## src/circular_nearest_angle_lookup_core_macros.svh

```systemverilog
// ----------------------------------------------------------------------------
// circular nearest angle lookup: assertion macros
// Shared concurrent assertion forms, clocked on aclk and held off in reset.
// ----------------------------------------------------------------------------
`ifndef CIRCULAR_NEAREST_ANGLE_LOOKUP_CORE_MACROS_SVH
`define CIRCULAR_NEAREST_ANGLE_LOOKUP_CORE_MACROS_SVH

// condition implies consequence in the same cycle
`define CNAL_ASSERT_NOW(label, ante, cons) \
    label: assert property (@(posedge aclk) disable iff (!aresetn) (ante) |-> (cons)) \
        else $error("cnal assertion failed");

// condition implies consequence in the next cycle
`define CNAL_ASSERT_NEXT(label, ante, cons) \
    label: assert property (@(posedge aclk) disable iff (!aresetn) (ante) |=> (cons)) \
        else $error("cnal assertion failed");

`endif

```

## src/cnal_pkg.sv

```systemverilog
// ----------------------------------------------------------------------------
// cnal_pkg
// Item types, command codes and fold constants for the nearest angle lookup.
// ----------------------------------------------------------------------------
package cnal_pkg;

    // command codes
    localparam logic [1:0] CMD_QUERY      = 2'd0;
    localparam logic [1:0] CMD_WRITE      = 2'd1;
    localparam logic [1:0] CMD_INVALIDATE = 2'd2;

    // circle and fold constants
    localparam int unsigned FULL_CIRCLE = 360;
    // offset that lifts any 16-bit signed angle above zero (92 * 360)
    localparam logic [16:0] FOLD_OFFSET = 17'd33120;
    // reciprocal of 360 scaled by 2^25, rounded up
    localparam logic [16:0] RECIP_360   = 17'd93207;
    localparam int unsigned RECIP_SHIFT = 25;

    typedef struct packed {
        logic [1:0]         command;
        logic signed [15:0] query_angle;
        logic [3:0]         slot;
        logic [8:0]         entry_angle;
        logic [15:0]        entry_id;
    } in_item_t;

    typedef struct packed {
        logic        found;
        logic [15:0] match_id;
        logic [8:0]  match_angle;
    } out_item_t;

    // controller to datapath commands
    typedef struct packed {
        logic wr_en;
        logic inv_en;
        logic load_x;
        logic do_mul;
        logic do_sub;
        logic rd_en;
        logic load_out;
    } ctrl_cmd_t;

endpackage

```

## src/cnal_ctrl.sv

```systemverilog
// ----------------------------------------------------------------------------
// cnal_ctrl
// Sequencer: takes items, runs fold, table scan and decision, owns m_valid.
// ----------------------------------------------------------------------------
module cnal_ctrl #(
    parameter int TABLE_ENTRIES = 16,
    parameter int IDX_W         = 4
) (
    input  logic                 aclk,
    input  logic                 aresetn,
    input  logic                 s_valid,
    output logic                 s_ready,
    input  logic [1:0]           s_command,
    output logic                 m_valid,
    input  logic                 m_ready,
    output cnal_pkg::ctrl_cmd_t  cmd,
    output logic [IDX_W-1:0]     rd_addr
);

    typedef enum logic [5:0] {
        ST_IDLE   = 6'b000001,
        ST_MUL    = 6'b000010,
        ST_SUB    = 6'b000100,
        ST_SCAN   = 6'b001000,
        ST_DRAIN  = 6'b010000,
        ST_DECIDE = 6'b100000
    } state_t;

    localparam logic [IDX_W-1:0] LAST_IDX = IDX_W'(TABLE_ENTRIES - 1);

    state_t           state_reg, state_next;
    logic [IDX_W-1:0] cnt_reg, cnt_next;
    logic             m_valid_reg, m_valid_next;
    logic             accept;
    logic             out_free;
    logic             scan_last;
    logic             busy;

    assign s_ready   = (state_reg == ST_IDLE);
    assign accept    = s_valid && s_ready;
    assign out_free  = !m_valid_reg || m_ready;
    assign m_valid   = m_valid_reg;
    assign rd_addr   = cnt_reg;
    assign scan_last = (state_reg == ST_SCAN) && (cnt_reg == LAST_IDX);
    assign busy      = (state_reg != ST_IDLE);

    // command decode
    always_comb begin
        cmd          = '0;
        cmd.wr_en    = accept && (s_command == cnal_pkg::CMD_WRITE);
        cmd.inv_en   = accept && (s_command == cnal_pkg::CMD_INVALIDATE);
        cmd.load_x   = accept && (s_command == cnal_pkg::CMD_QUERY);
        cmd.do_mul   = (state_reg == ST_MUL);
        cmd.do_sub   = (state_reg == ST_SUB);
        cmd.rd_en    = (state_reg == ST_SCAN);
        cmd.load_out = (state_reg == ST_DECIDE) && out_free;
    end

    // next state
    always_comb begin
        state_next = state_reg;
        cnt_next   = cnt_reg;
        unique case (state_reg)
            ST_IDLE: begin
                cnt_next = '0;
                if (cmd.load_x) begin
                    state_next = ST_MUL;
                end
            end
            ST_MUL: begin
                state_next = ST_SUB;
            end
            ST_SUB: begin
                state_next = ST_SCAN;
            end
            ST_SCAN: begin
                cnt_next = cnt_reg + 1'b1;
                if (cnt_reg == LAST_IDX) begin
                    state_next = ST_DRAIN;
                end
            end
            ST_DRAIN: begin
                state_next = ST_DECIDE;
            end
            ST_DECIDE: begin
                if (out_free) begin
                    state_next = ST_IDLE;
                end
            end
            default: begin
                state_next = ST_IDLE;
            end
        endcase
    end

    // output valid flag
    always_comb begin
        m_valid_next = m_valid_reg;
        if (m_valid_reg && m_ready) begin
            m_valid_next = 1'b0;
        end
        if (cmd.load_out) begin
            m_valid_next = 1'b1;
        end
    end

    // state registers
    always_ff @(posedge aclk) begin
        if (!aresetn) begin
            state_reg   <= ST_IDLE;
            cnt_reg     <= '0;
            m_valid_reg <= 1'b0;
        end else begin
            state_reg   <= state_next;
            cnt_reg     <= cnt_next;
            m_valid_reg <= m_valid_next;
        end
    end

    `include "circular_nearest_angle_lookup_core_macros.svh"

    `CNAL_ASSERT_NEXT(a_query_starts_fold, cmd.load_x, state_reg == ST_MUL)
    `CNAL_ASSERT_NEXT(a_scan_ends_in_drain, scan_last, state_reg == ST_DRAIN)
    `CNAL_ASSERT_NEXT(a_load_sets_valid, cmd.load_out, m_valid_reg)
    `CNAL_ASSERT_NEXT(a_decide_waits, (state_reg == ST_DECIDE) && m_valid_reg && !m_ready, state_reg == ST_DECIDE)
    `CNAL_ASSERT_NOW(a_busy_blocks_input, busy, !s_ready && !cmd.wr_en && !cmd.inv_en)

endmodule

```

## src/cnal_datapath.sv

```systemverilog
// ----------------------------------------------------------------------------
// cnal_datapath
// Slot table, query fold, scan accumulators, nearest decision and result.
// ----------------------------------------------------------------------------
module cnal_datapath #(
    parameter int TABLE_ENTRIES = 16,
    parameter int IDX_W         = 4
) (
    input  logic                 aclk,
    input  logic                 aresetn,
    input  cnal_pkg::in_item_t   s_item,
    input  cnal_pkg::ctrl_cmd_t  cmd,
    input  logic [IDX_W-1:0]     rd_addr,
    output cnal_pkg::out_item_t  m_item
);

    localparam logic [9:0] CIRCLE = 10'(cnal_pkg::FULL_CIRCLE);

    // table storage
    logic [8:0]               ang_mem [TABLE_ENTRIES];
    logic [15:0]              id_mem  [TABLE_ENTRIES];
    logic [TABLE_ENTRIES-1:0] valid_reg;

    logic             slot_ok;
    logic [IDX_W-1:0] wr_addr;
    logic [8:0]       wr_ang;

    // read port
    logic        rd_vld_reg;
    logic        rd_ent_reg;
    logic [8:0]  rd_ang_reg;
    logic [15:0] rd_id_reg;

    // fold
    logic [16:0] x_reg;
    logic [8:0]  q_reg;
    logic [8:0]  w_reg;
    logic [33:0] prod;
    logic [16:0] q_times;

    // accumulators
    logic        lo_f_reg, hi_f_reg, bl_f_reg, ab_f_reg;
    logic [8:0]  lo_a_reg, hi_a_reg, bl_a_reg, ab_a_reg;
    logic [15:0] lo_i_reg, hi_i_reg, bl_i_reg, ab_i_reg;

    // decision
    logic [8:0]  pa, sa;
    logic [15:0] pid, sid;
    logic [9:0]  pd, sd;

    cnal_pkg::out_item_t out_reg;

    assign slot_ok = ({3'b000, s_item.slot} < 7'(TABLE_ENTRIES));
    assign wr_addr = IDX_W'(s_item.slot);
    assign wr_ang  = (s_item.entry_angle >= 9'(cnal_pkg::FULL_CIRCLE))
                   ? s_item.entry_angle - 9'(cnal_pkg::FULL_CIRCLE)
                   : s_item.entry_angle;

    // table writes and registered read
    always_ff @(posedge aclk) begin
        if (cmd.wr_en && slot_ok) begin
            ang_mem[wr_addr] <= wr_ang;
            id_mem[wr_addr]  <= s_item.entry_id;
        end
        if (cmd.rd_en) begin
            rd_ang_reg <= ang_mem[rd_addr];
            rd_id_reg  <= id_mem[rd_addr];
            rd_ent_reg <= valid_reg[rd_addr];
        end
    end

    // valid bits and read strobe
    always_ff @(posedge aclk) begin
        if (!aresetn) begin
            valid_reg  <= '0;
            rd_vld_reg <= 1'b0;
        end else begin
            rd_vld_reg <= cmd.rd_en;
            if (cmd.wr_en && slot_ok) begin
                valid_reg[wr_addr] <= 1'b1;
            end
            if (cmd.inv_en && slot_ok) begin
                valid_reg[wr_addr] <= 1'b0;
            end
        end
    end

    // fold query modulo 360 by reciprocal multiply
    assign prod    = 34'(x_reg) * 34'(cnal_pkg::RECIP_360);
    assign q_times = 17'(q_reg) * 17'(cnal_pkg::FULL_CIRCLE);

    always_ff @(posedge aclk) begin
        if (cmd.load_x) begin
            x_reg <= 17'(s_item.query_angle) + cnal_pkg::FOLD_OFFSET;
        end
        if (cmd.do_mul) begin
            q_reg <= prod[cnal_pkg::RECIP_SHIFT +: 9];
        end
        if (cmd.do_sub) begin
            w_reg <= 9'(x_reg - q_times);
        end
    end

    // scan accumulators, strict compares keep the lowest slot on equal angles
    always_ff @(posedge aclk) begin
        if (!aresetn || cmd.do_mul) begin
            lo_f_reg <= 1'b0;
            hi_f_reg <= 1'b0;
            bl_f_reg <= 1'b0;
            ab_f_reg <= 1'b0;
        end else if (rd_vld_reg && rd_ent_reg) begin
            if (!lo_f_reg || (rd_ang_reg < lo_a_reg)) begin
                lo_f_reg <= 1'b1;
                lo_a_reg <= rd_ang_reg;
                lo_i_reg <= rd_id_reg;
            end
            if (!hi_f_reg || (rd_ang_reg > hi_a_reg)) begin
                hi_f_reg <= 1'b1;
                hi_a_reg <= rd_ang_reg;
                hi_i_reg <= rd_id_reg;
            end
            if (rd_ang_reg <= w_reg) begin
                if (!bl_f_reg || (rd_ang_reg > bl_a_reg)) begin
                    bl_f_reg <= 1'b1;
                    bl_a_reg <= rd_ang_reg;
                    bl_i_reg <= rd_id_reg;
                end
            end else begin
                if (!ab_f_reg || (rd_ang_reg < ab_a_reg)) begin
                    ab_f_reg <= 1'b1;
                    ab_a_reg <= rd_ang_reg;
                    ab_i_reg <= rd_id_reg;
                end
            end
        end
    end

    // predecessor and successor with wrap, distances round the circle
    always_comb begin
        pa  = bl_f_reg ? bl_a_reg : hi_a_reg;
        pid = bl_f_reg ? bl_i_reg : hi_i_reg;
        sa  = ab_f_reg ? ab_a_reg : lo_a_reg;
        sid = ab_f_reg ? ab_i_reg : lo_i_reg;
        pd  = (pa <= w_reg) ? (10'(w_reg) - 10'(pa)) : (CIRCLE - 10'(pa) + 10'(w_reg));
        sd  = (sa > w_reg)  ? (10'(sa) - 10'(w_reg)) : (CIRCLE - 10'(w_reg) + 10'(sa));
    end

    // result register, zero when the table is empty
    always_ff @(posedge aclk) begin
        if (cmd.load_out) begin
            out_reg.found <= lo_f_reg;
            if (!lo_f_reg) begin
                out_reg.match_id    <= '0;
                out_reg.match_angle <= '0;
            end else if (sd < pd) begin
                out_reg.match_id    <= sid;
                out_reg.match_angle <= sa;
            end else begin
                out_reg.match_id    <= pid;
                out_reg.match_angle <= pa;
            end
        end
    end

    assign m_item = out_reg;

endmodule

```

## src/circular_nearest_angle_lookup_core.sv

```systemverilog
// ----------------------------------------------------------------------------
// circular_nearest_angle_lookup_core
// Slot table of angles and ids answering nearest-angle queries on a circle.
// ----------------------------------------------------------------------------
// Usage
//   s_ channel takes one item: a query, a slot write or a slot invalidate.
//   Writes and invalidates complete at acceptance and give no result.
//   A query gives exactly one item on the m_ channel: the nearest valid
//   entry (predecessor wins ties), or found low with zeros on an empty table.
//   A query runs from acceptance to m_valid in steps: it folds the angle
//   through a reciprocal multiply and then a subtract, scans the slots in
//   order through the table's single read port, takes the last read, then
//   decides and loads the output register. No item is taken while a query
//   is in flight; the next is taken once its result is loaded. Writes and
//   invalidates keep the block idle, so it stays ready for the next item.
//   Reset (aresetn low, synchronous) empties the table at once and drops any
//   result in flight.
//   A stalled receiver holds the result in the output register; the block
//   still takes new items until its next query reaches the decision, then
//   waits there, taking no items, for the pending one to be taken.
// ----------------------------------------------------------------------------
module circular_nearest_angle_lookup_core #(
    parameter int TABLE_ENTRIES = 16
) (
    input  logic                aclk,
    input  logic                aresetn,
    input  logic                s_valid,
    output logic                s_ready,
    input  cnal_pkg::in_item_t  s_item,
    output logic                m_valid,
    input  logic                m_ready,
    output cnal_pkg::out_item_t m_item
);

    localparam int IDX_W = (TABLE_ENTRIES > 1) ? $clog2(TABLE_ENTRIES) : 1;

    cnal_pkg::ctrl_cmd_t cmd;
    logic [IDX_W-1:0]    rd_addr;

    cnal_ctrl #(
        .TABLE_ENTRIES(TABLE_ENTRIES),
        .IDX_W        (IDX_W)
    ) u_ctrl (
        .aclk     (aclk),
        .aresetn  (aresetn),
        .s_valid  (s_valid),
        .s_ready  (s_ready),
        .s_command(s_item.command),
        .m_valid  (m_valid),
        .m_ready  (m_ready),
        .cmd      (cmd),
        .rd_addr  (rd_addr)
    );

    cnal_datapath #(
        .TABLE_ENTRIES(TABLE_ENTRIES),
        .IDX_W        (IDX_W)
    ) u_datapath (
        .aclk   (aclk),
        .aresetn(aresetn),
        .s_item (s_item),
        .cmd    (cmd),
        .rd_addr(rd_addr),
        .m_item (m_item)
    );

endmodule

```

## config.mk

```make
export PLATFORM = sky130hd
export DESIGN_NAME = circular_nearest_angle_lookup_core
export DESIGN_NICKNAME = d
export VERILOG_FILES = /design/src/cnal_pkg.sv /design/src/cnal_ctrl.sv /design/src/cnal_datapath.sv /design/src/circular_nearest_angle_lookup_core.sv
export VERILOG_INCLUDE_DIRS = /design/src /design/src/src
export SDC_FILE = /design/constraint.sdc
export NUM_CORES = 1
export LEC_CHECK = 0
export ABC_CLOCK_PERIOD_IN_PS = 6800
export BUFFER_PORTS_ARGS = -buffer_cell sky130_fd_sc_hd__buf_2
export CORE_ASPECT_RATIO = 0.5
export CORE_MARGIN = 2
export CORE_UTILIZATION = 30
export DETAILED_ROUTE_END_ITERATION = 10
export GPL_ROUTABILITY_DRIVEN = 0
export GPL_TIMING_DRIVEN = 0
export MAX_ROUTING_LAYER = met4
export PLACE_DENSITY_LB_ADDON = 0.15
export SLEW_MARGIN = 30
export SYNTH_ARGS = -nofsm -noshare
export SYNTH_HDL_FRONTEND = slang
export SYNTH_SLANG_ARGS = --single-unit
```

## constraint.sdc

```tcl
create_clock -name aclk -period 6.8 [get_ports aclk]
set_input_delay 0.34 -clock aclk [delete_from_list [all_inputs] [get_ports aclk]]
set_output_delay 0.34 -clock aclk [all_outputs]
set_load 0.05 [all_outputs]
```

Word-level counts from Yosys, hierarchy flattened
Memories as Yosys holds them, arrays and structs flattened. A register that Yosys moved wholly into a read port is not among the register bits.
Cells that the tools add are included.

operators by class
  $add $sub $neg = 10
  multiply operators = 2
  $lt $le $gt $ge = 12
  equality and inequality tests = 12
  muxes and demuxes = 24
  bitwise gates (word level) = 5
  reductions and logical operators = 32

operators by type and width
  cell                    number
  $mux 16                 5
  $pmux 6 s6              1
  $mul 17x17->34 const B  1
  $gt 9x9->1              3
  $mux 9                  3
  $mux 25                 1
  $add 10x9->10           2
  $mux 10                 2
  $sub 9x9->10            2
  $sub 9x9->10 const A    2
  $le 9x9->1              2
  $lt 9x9->1              2
  $mux 6                  3
  $add 17x16->17 const B  1
  $and 16x16->16          1
  $not 16->16             1
  $or 16x16->16           1
  $reduce_and 3->1        5
  $lt 10x10->1            1
  $lt 4x5->1 const B      2
  $ge 9x9->1 const B      1
  $mul 9x6->6 const B     1
  $sub 9x9->9             1
  $sub 9x9->9 const B     1
  25 further kinds        52

storage, ports and cells
  register bits after elaboration = 194
  bits in writable memories = 400
  bits of input ports = 51
  output and inout port bits = 28
  word-level logic and storage cells = 123
  memories kept = 2

memories
  memory              words  width  rd ports  clocked after Yosys merged registers in  wr ports  RTL line             source
  u_datapath.id_mem   16     16     1         1                                        1         cnal_datapath.sv:21  logic [15:0] id_mem [TABLE_ENTRIES];
  u_datapath.ang_mem  16     9      1         1                                        1         cnal_datapath.sv:20  logic [8:0] ang_mem [TABLE_ENTRIES];

Depth between registers and ports, before layout
  depth after elaboration = 9
  gate-level depth with buffers = 23
  mapped depth without buffers = 20

By module
From an unflattened synthesis, not the netlist that was laid out.

second synthesis, totals
  cell total of the unflattened synthesis = 1988
  area total of the unflattened synthesis = 31148.6 um^2

modules (own cells, without submodules)
  module         times used  cells each  area each (um^2)
  cnal_datapath  1           1914        30493.0
  cnal_ctrl      1           74          655.6

Least setup slack after synthesis
Ideal clock, no wire load.

  path type = register to register
  from = reg u_datapath.x_reg[7]
  to = reg u_datapath.q_reg[5], data pin
  library setup time = 0.259 ns
  data arrival time = 5.203 ns
  setup slack = 1.338 ns
  stages on the path, launching flop included = 19
  buffers on the path = 0
  period minus slack after synthesis = 5.462 ns
  cell sequence = edfxtp_1 ha_1 fa_1 inv_1 fa_1 fa_1 inv_1 fa_1 inv_1 fa_1 inv_1 ha_1 a211oi_1 o211ai_1 a221oi_1 nand3_1 a221o_1 a21oi_1 xnor2_1

between the ends
  cells in the longest elaborated chain, start to end = 1

ends and longest elaborated chain
  item                           RTL line             source
  from (decl)                    cnal_datapath.sv:35  logic [16:0] x_reg;
  from (signal assigned)         cnal_datapath.sv:94  x_reg <= 17'(s_item.query_angle) + cnal_pkg::FOLD_OFFSET;
  $mul 17x17->34                 cnal_datapath.sv:89  assign prod = 34'(x_reg) * 34'(cnal_pkg::RECIP_360);
  named net u_datapath.prod[30]  cnal_datapath.sv:38  logic [33:0] prod;
  to (signal assigned)           cnal_datapath.sv:97  q_reg <= prod[cnal_pkg::RECIP_SHIFT +: 9];
  to (decl)                      cnal_datapath.sv:36  logic [8:0] q_reg;

The timed path passes the listed nets, and every way through them passes these cells.
A chain may end at the register's enable or synchronous reset.

Worst setup path in the final report
Ends and elaborated chain as after synthesis.

==> results.md <==
- Status: complete, no violations
- Final ANT Viol Nets: 0
- Setup tns final: 0 ns
- Vias per cell: 4.61
- Fin Clk Skew: 0.0697 ns
- GRT overflow: 0
- Syn Nets: 2353
- Peak VDD IR: approximately 290 uV
- IO Pins: just under 80
- Placed cell areas: 34000 um2
- # rows: 83
- Top cells by count, synth: edfxtp_1 (584), inv_1 (285), ha_1 (224)
- Largest family of logic cells by synthesized area: adder cells
- Crit path launch type: flip-flop
- H-tree depth: 2
- Vias: 16480
- Port bufs: 78
- Simple-gate share of the synthesized area: 0.0369
- Chip height: 231 um
- Initial antenna violation count: 3
- Rel. slew slack: 0.359
- Number of flops mapped to enable cells by yosys: 584
- Die area: 106000 um2
- Non-Filler Cell Area, Final: 36100 um2
- Initial core utilization: 0.302
- Starting DRT DRC Count: 1139
- Max frequency: approximately 160 MHz
- Area grow syn2layout: 16.9%
- Placeable core area: 102000 um2
- WL met2: 37600 um
- Layout cells sized above 1: 0.179
- Final WL: 76000 um
- Largest register FFs: 256
- Root Driver: clkbuf_16
- Minimum clock period: 6.33 ns
- Slowest cell on crit path: fa_1
- CTS tree: built
- Pins Over Slew Limit: 0
- Drt pass-1 iters: 5
- Max_cap viols: 0
- Setup violators final: 0
- CP Capture Type: flip-flop
- Mapped cell area: 30900 um2
- First-pass GRT wire length: 115000 um
- Post-DP HPWL: roughly 56000 um
- Total global-route track usage: 0.150
- Sequential area share after synthesis: 0.589
- Fin nets: 2541
- Residual DRC: 0
- Multiplexer share of the synthesized area: 0.111
- Worst path cell trace: ha_1, inv_1, fa_1, fa_1, inv_1, fa_1, inv_1, fa_1, fa_1, inv_1, ha_1, nand4_1, nor4_1, o2111ai_1, nand3_1, a221o_1, a21oi_1, xnor2_1
- Syn_area_per_cell: 15.6 um2
- Total power: 10.9 mW
- Netlist cell types: 62
- CTS Sinks: 616
- Largest net degree at the start of global routing: 30
- Die width: 458 um
- Avg WL per Cell: 21.3 um
- CP top delay family: adder cells
- Synth area leaders: edfxtp_1 (57%), mux4_2 (9.5%), ha_1 (9.1%), fa_1 (6.6%), inv_1 (3.5%)
- Worst-path fanout max: 6
- Most used cell, CP: fa_1
- Compound-Gate Fraction of Synth Area: 0.0470
- Top-area cell type share of the netlist area: 0.568
- Adder-Cell Fraction of Synth Area: 0.156
- TritonCTS buffer count: 60
- Least-Margin Pin Slew: 0.961 ns
- Crit path largest cell delay: 0.63 ns
- Most numerous cell in the Yosys netlist: edfxtp_1
- P_leak: 13.3 nW
- Ys Warns: 0
- Clock Path Buffers: 3
- RSZ-0062 raised after global routing: false
- Worst Path Required: 7.14 ns
- Filler Cells Inserted: 9745
- Tcrit/Tclk final: 0.931
- Hold Crit Class: input pin to flip-flop
- M1 wire length: approximately 35000 um
- Clk pin slew, worst setup/hold paths: 0.06 ns
- Final Hold Fails: 0
- Bufs and invs on worst path: 4
- Synth async-reset ratio: 0
- WL met3: ~2200 um
- Cell Pwr Density: 301 nW/um2
- Post-CTS setup buffers: 0
- Top sig layer: met4
- Cell taking the most area after synthesis: edfxtp_1
- Worst skew pair latency: 0.67 ns
- WP data arrival: 6.68 ns
- Dominant synthesized flop cell: edfxtp_1
- Largest Register: u_datapath.id_mem
- Seq cells post-synth: 616
- Syn Inst Count: 1977
- CP Class: flip-flop to flip-flop
- Number of global-route vias before repair: 17628
- Xor/xnor share of the synthesized area: 0.0179
## path summary, 6_finish.rpt
check                                        start                                end  slack [ns]  cells past startpoint
setup / recovery     u_datapath.x_reg[7]$_DFFE_PP_      u_datapath.q_reg[5]$_DFFE_PP_        0.47                     18
hold / removal                           s_item[4]  u_datapath.id_mem[3][4]$_DFFE_PP_        0.05                      1
setup reg to reg     u_datapath.x_reg[7]$_DFFE_PP_      u_datapath.q_reg[5]$_DFFE_PP_        0.47                     18
hold reg to reg   u_datapath.lo_f_reg$_SDFFE_PP0P_    u_datapath.m_item[25]$_DFFE_PP_        0.43                      0
## metal layers
metal,vias to the layer above,GRT usage
li1,7711,-
met1,8444,0.193
met2,241,0.255
met3,84,0.0190
met4,0,0.0336
met5,-,-
## what timing repair did
item	4_1_cts	5_1_grt
resized for setup	0	3
hold buffers	11	0
setup endpoints to repair	0	2
hold endpoints to repair	39	0
## layout make-up
type                    count  area, um2  area share
clock buffers              77       1570      0.0434
flip-flops and latches    616      18200       0.504
repair buffers            126       1350      0.0375
clock inverters            34        372      0.0103
plain buffers              52        216     0.00600
well taps                1360       1700      0.0472
inverters                 288       1080      0.0300
diodes                      1       2.50   0.0000694
multi-input cells        1021      11600       0.322
## cells by family after synthesis
| group | count (synthesis) |
|---|---|
| AO/OA/AOI/OAI | 215 |
| XOR/XNOR | 63 |
| adder cells (fa/ha/maj) | 325 |
| buffers and inverters | 340 |
| flip-flops | 616 |
| multiplexers | 178 |
| AND/OR/NAND/NOR | 240 |
## power breakdown
| part | leakage (nW) | total [mW] | internal [mW] | switching (mW) |
|---|---|---|---|---|
| Combinational | 6.88 | 3.21 | 1.32 | 1.89 |
| Sequential | 5.47 | 4.35 | 4.29 | 0.0669 |
| Clock | 0.935 | 3.31 | 1.86 | 1.45 |
| Total | 13.3 | 10.9 | 7.46 | 3.41 |
## stage by stage
step	cells	utilization	hold slack [ns]	setup slack, ns
finish	3575	0.353	0.0475	0.466
global route	3575	0.353	0.0177	0.0858
CTS	3574	0.353	0.0000789	0.311
detailed placement	3452	0.333	0.424	0.336
global placement	3415	0.322	0.418	0.329
floorplan	1977	-	0.406	1.34
## placed cells by master, fill, tap and decap left out, types with 40 or more instances in the layout
cell type  instances
edfxtp_1         584
nand2_1           80
clkbuf_1          49
mux4_2           130
o21ai_0           41
a21oi_1           44
xnor2_1           40
fa_1             101
nor2_1            49
inv_1            284
clkbuf_16         60
ha_1             224
buf_2             89
Power figures use the tool's default switching activity.
